**config.mk**
```make
export PLATFORM = sky130hd
export DESIGN_NAME = bsrd_ram
export DESIGN_NICKNAME = d
export VERILOG_FILES = /design/src/rtl/bsrd_ram.sv
export SDC_FILE = /design/constraint.sdc
export NUM_CORES = 2
export LEC_CHECK = 0
export ABC_AREA = 1
export BUFFER_PORTS_ARGS = -buffer_cell sky130_fd_sc_hd__buf_2
export CELL_PAD_IN_SITES_DETAIL_PLACEMENT = 1
export CELL_PAD_IN_SITES_GLOBAL_PLACEMENT = 1
export CORE_MARGIN = 2
export CORE_UTILIZATION = 40
export DETAILED_ROUTE_END_ITERATION = 6
export GPL_TIMING_DRIVEN = 0
export PLACE_DENSITY_LB_ADDON = 0.1
export SLEW_MARGIN = 20
export SYNTH_ARGS = -nofsm -noshare
export SYNTH_HDL_FRONTEND = slang
export SYNTH_SLANG_ARGS = --single-unit
```
**constraint.sdc**
```tcl
create_clock -name clk -period 2.5 [get_ports clk]
set_clock_uncertainty 0.15 [all_clocks]
set_input_delay 0.5 -clock clk [delete_from_list [all_inputs] [get_ports clk]]
set_output_delay 0.5 -clock clk [all_outputs]
set_load 0.005 [all_outputs]
```
**src/rtl/bsrd_ram.sv**
```systemverilog
module bsrd_ram #(
    parameter int WIDTH = 8,
    parameter int DEPTH = 256
) (
    input  logic                                 clk,
    input  logic                                 we,
    input  logic [(DEPTH > 1 ? $clog2(DEPTH) : 1)-1:0] waddr,
    input  logic [WIDTH-1:0]                     wdata,
    input  logic                                 re,
    input  logic [(DEPTH > 1 ? $clog2(DEPTH) : 1)-1:0] raddr,
    output logic [WIDTH-1:0]                     rdata
);
    logic [WIDTH-1:0] mem [DEPTH];

    // Single write port, registered read port
    always_ff @(posedge clk)
    begin
        if (we)
        begin
            mem[waddr] <= wdata;
        end
        if (re)
        begin
            rdata <= mem[raddr];
        end
    end
endmodule

```
After elaboration in Yosys (flattened, before gate mapping)
Memories as Yosys holds them, arrays and structs flattened. A register that Yosys moved wholly into a read port is not among the register bits.
Cells that the tools add are included.
{"block": "word_totals", "output_inout_bits": 8, "inputBits": 27, "mem_count": 1, "word_cells": 3, "ff_bits": 0, "ramBits": 2048}
{"block": "classes", "mux": 2}
{"name": "mem", "depth": 256, "word_bits": 8, "rd": 1, "rd_clocked_by_memory_dff": 1, "wr": 1, "line": "13", "rtl": "logic [WIDTH-1:0] mem [DEPTH];"}
{"op": "two-way mux 1 bit", "count": 2}

Logic depth before layout (Yosys ltp)
{"block": "logic_depth", "ltp_word": 2, "mapped_depth": 15, "depth_no_buf": 11}

Least setup slack after synthesis
OpenSTA, ideal clock, no wires.
{"block": "synth_path", "kind": "input to register", "startpoint": "input port we", "endpoint": "memory mem[162][0] (enable)", "required_ns": 1.980, "n_path_buf": 2, "path_slack_ns": 0.359, "setup_ns": 0.370, "path_stages": 4, "arrival_time_ns": 1.621, "path_cell_list": "clkbuf_1 nand3_1 clkbuf_1 nor2_1"}
{"block": "synth_between", "elab_chain_cells": 2}
{"item": "start: declaration", "line": "6", "rtl": "input logic we,"}
{"item": "two-way mux 1 bit", "line": "18", "rtl": "if (we)"}
{"item": "two-way mux 1 bit (implied by the code)", "line": "20", "rtl": "mem[waddr] <= wdata;"}
{"item": "end: declaration", "line": "13"}
Every way passes these cells.

==> impl_metrics.toml <==
[floorplan]
initial_core_util_pct = 40.3
die_h_um = 461
pin_count = 35
row_count = 167
dieArea_sq_um = 212000
core_sq_um = 207000
die_w_um = 461

[setup_path]
cp-start-kind = "input port"
cp_max_fo = 10
end_kind = "register"
worstSetupPathType = "input port to register"
setup.worst_path.start = "raddr[4]"
cp.arrival_ps = 3260
rr_startpoint = "mem[199][2]$_DFFE_PP_"
cp.required_ps = 3020

[power]
comb_power_share_pct = 8.0
p_int_mw = 57.5
ir_drop_v = 0.000759
p_sw_mw = 19.0
p_sw_share_pct = 24.9
p_per_area_nw_per_um2 = 793
power.leakage_nw = 33.8
p_seq_share_pct = 49.7
power_frac_clock_pct = 42.3

[timing]
hold_viol = 0
min_period_ps = 2740
worst_slew_pin_slew_ps = 1260
max_freq_mhz = 365
fin_crit_sh_pct = 110
setup_viol = 50
finalSetupTns_ps = -3640
fin_hold_ws_ps = 290
layout_setup_ws_ps = -241
slew_headroom_pct = 15.9
rsz0062_at_grt = "yes"
maxSlewViolCount = 0

[final_layout]
mostFrequentLayoutCell = "nand2_1"
drive_above_1_share_pct = 12.4
nFillCells = 21715
final_cell_area_sq_um = 96500
final_cell_mix = "nand2_1, edfxtp_1, nand3_1, clkbuf_16"
regArea_sq_um = 61700
multiInputGateArea_sq_um = 19500
syn2layout_area_growth_pct = 15.6
final_nets = 7348

[placement]
placedInstanceArea_sq_um = 88600
dpl.hpwl_um = 270000
gp_congestion = 1.00
pre_cts_ws_ps = -2000
portBuffers = 27

[cts]
clockBufferDepth = 3
ctsRootBufferMaster = "clkbuf_16"
cts_buffers = 223
cts_setup_buffers = 0
clkLatencyLatePin_ps = 920
cts_tree = "yes"
clock_sinks = 2056
path_clk_slew_ps = 60
htree_levels = 4

[status]
outcome = "finished with violations"
violations = "negative setup slack"

[detailed_routing]
num_vias = 62101
ant_nets = 0
drtPass1Iterations = 5
drcViolationCount = 0
wire_per_inst_um = 37.2
via_per_inst = 6.03
drtIter0Drc = 8985
drt_wl_total_um = 383000

[global_route]
grt_pass1_vias = 60262
antenna_found_initial = 31
grt_first_pass_wirelength_um = 512000
grt_max_degree = 128
track_usage_pct = 35.9
grt_overflow = 0

[yosys]
syn_inst = 7003
synth_area_sq_um = 83500
synth_nets = 7030
synth_seq_cells = 2056
syn_avg_cell_area_sq_um = 11.9
yosys_warnings = 0
ys_seq_area_share_pct = 74.0
synth_cell_types = 13

[min_path]
hold_class = "input port to register"
min_from = "we"

[run]
cap_violations = 0
[Yosys cell counts (all sizes together)]
master | instances | area, sq um
nand2 | 2123 | 7970
edfxtp | 2056 | 61700
nand3 | 2019 | 10100
buf | 371 | 2030
nor2 | 283 | 1060
clkbuf | 112 | 420
inv | 39 | 149
[path summary, 6_finish.rpt]
path,cells past startpoint,to,slack [ps]
setup / recovery,9,rdata[1]$_DFFE_PP_,-240
hold reg to reg,10,rdata[4]$_DFFE_PP_,970
setup reg to reg,10,rdata[2]$_DFFE_PP_,70
hold / removal,3,mem[251][7]$_DFFE_PP_,290
[flip-flops by register name, summed over array words and instances, names as in the netlist]
| signal | cells |
|---|---|
| mem | 2048 |
| rdata | 8 |
[cell families (layout without fill, tap and decap cells)]
kind of cell,count (synthesis),after routing,synth area share (%)
flops,2056,2056,74.0
other cells,0,15,0
simple gates,4425,4425,22.9
buf+inv,522,1018,3.12
[power by group through the flow]
| stage | sequential (mW) | combinational (mW) | clock, mW |
|---|---|---|---|
| after CTS | 38.0 | 5.87 | 32.4 |
| after global routing | 38.0 | 6.22 | 33.7 |
| after floorplan | 38.8 | 2.34 | 0 |
| after detailed placement | 38.8 | 5.72 | 0 |
| after global placement | 38.9 | 5.47 | 0 |
| final | 38.0 | 6.12 | 32.4 |
[area by class of cell]
cell class,instances,area share [%]
Sequential cell,2056,64.0
Clock inverter,114,1.07
Tap cell,2788,3.61
Timing Repair Buffer,93,1.50
Antenna cell,15,0.0389
Buffer,483,3.33
Inverter,39,0.157
Clock buffer,289,6.13
Multi-Input combinational cell,4425,20.2
[metrics by stage]
stage	utilization, %	total power, mW	cells
global route	46.6	77.9	10291
finish	46.6	76.6	10302
detailed placement	42.8	44.5	9874
global placement	42.0	44.4	9818
floorplan	-	41.1	7003
CTS	46.5	76.4	10287
[per-layer routing]
layer / track usage (%) / share of wire [%] / vias to the layer above
li1: - / - / 25544
met1: 47.9 / 40 / 32165
met2: 54.1 / 44 / 3551
met3: 8.09 / 10 / 825
met4: 20.1 / 6.4 / 16
met5: 0 / 0.028 / -
[worst max-delay path, stage by stage]
cell and delay [ps]:
buf_2 160, inv_2 520, clkdlybuf4s15_1 880, nand3_1 330, nand3_1 290, nand3_1 140, nand2_1 100, nand2_1 60
nand2_1 250
[repair_timing]
action | CTS | global route
gates resized for setup | 260 | 47
gates cloned | 0 | 0
hold buffers | 10 | 0
setup endpoints to repair | 8 | 70
endpoints found under the hold margin | 236 | 0
Power figures use the tool's default switching activity.
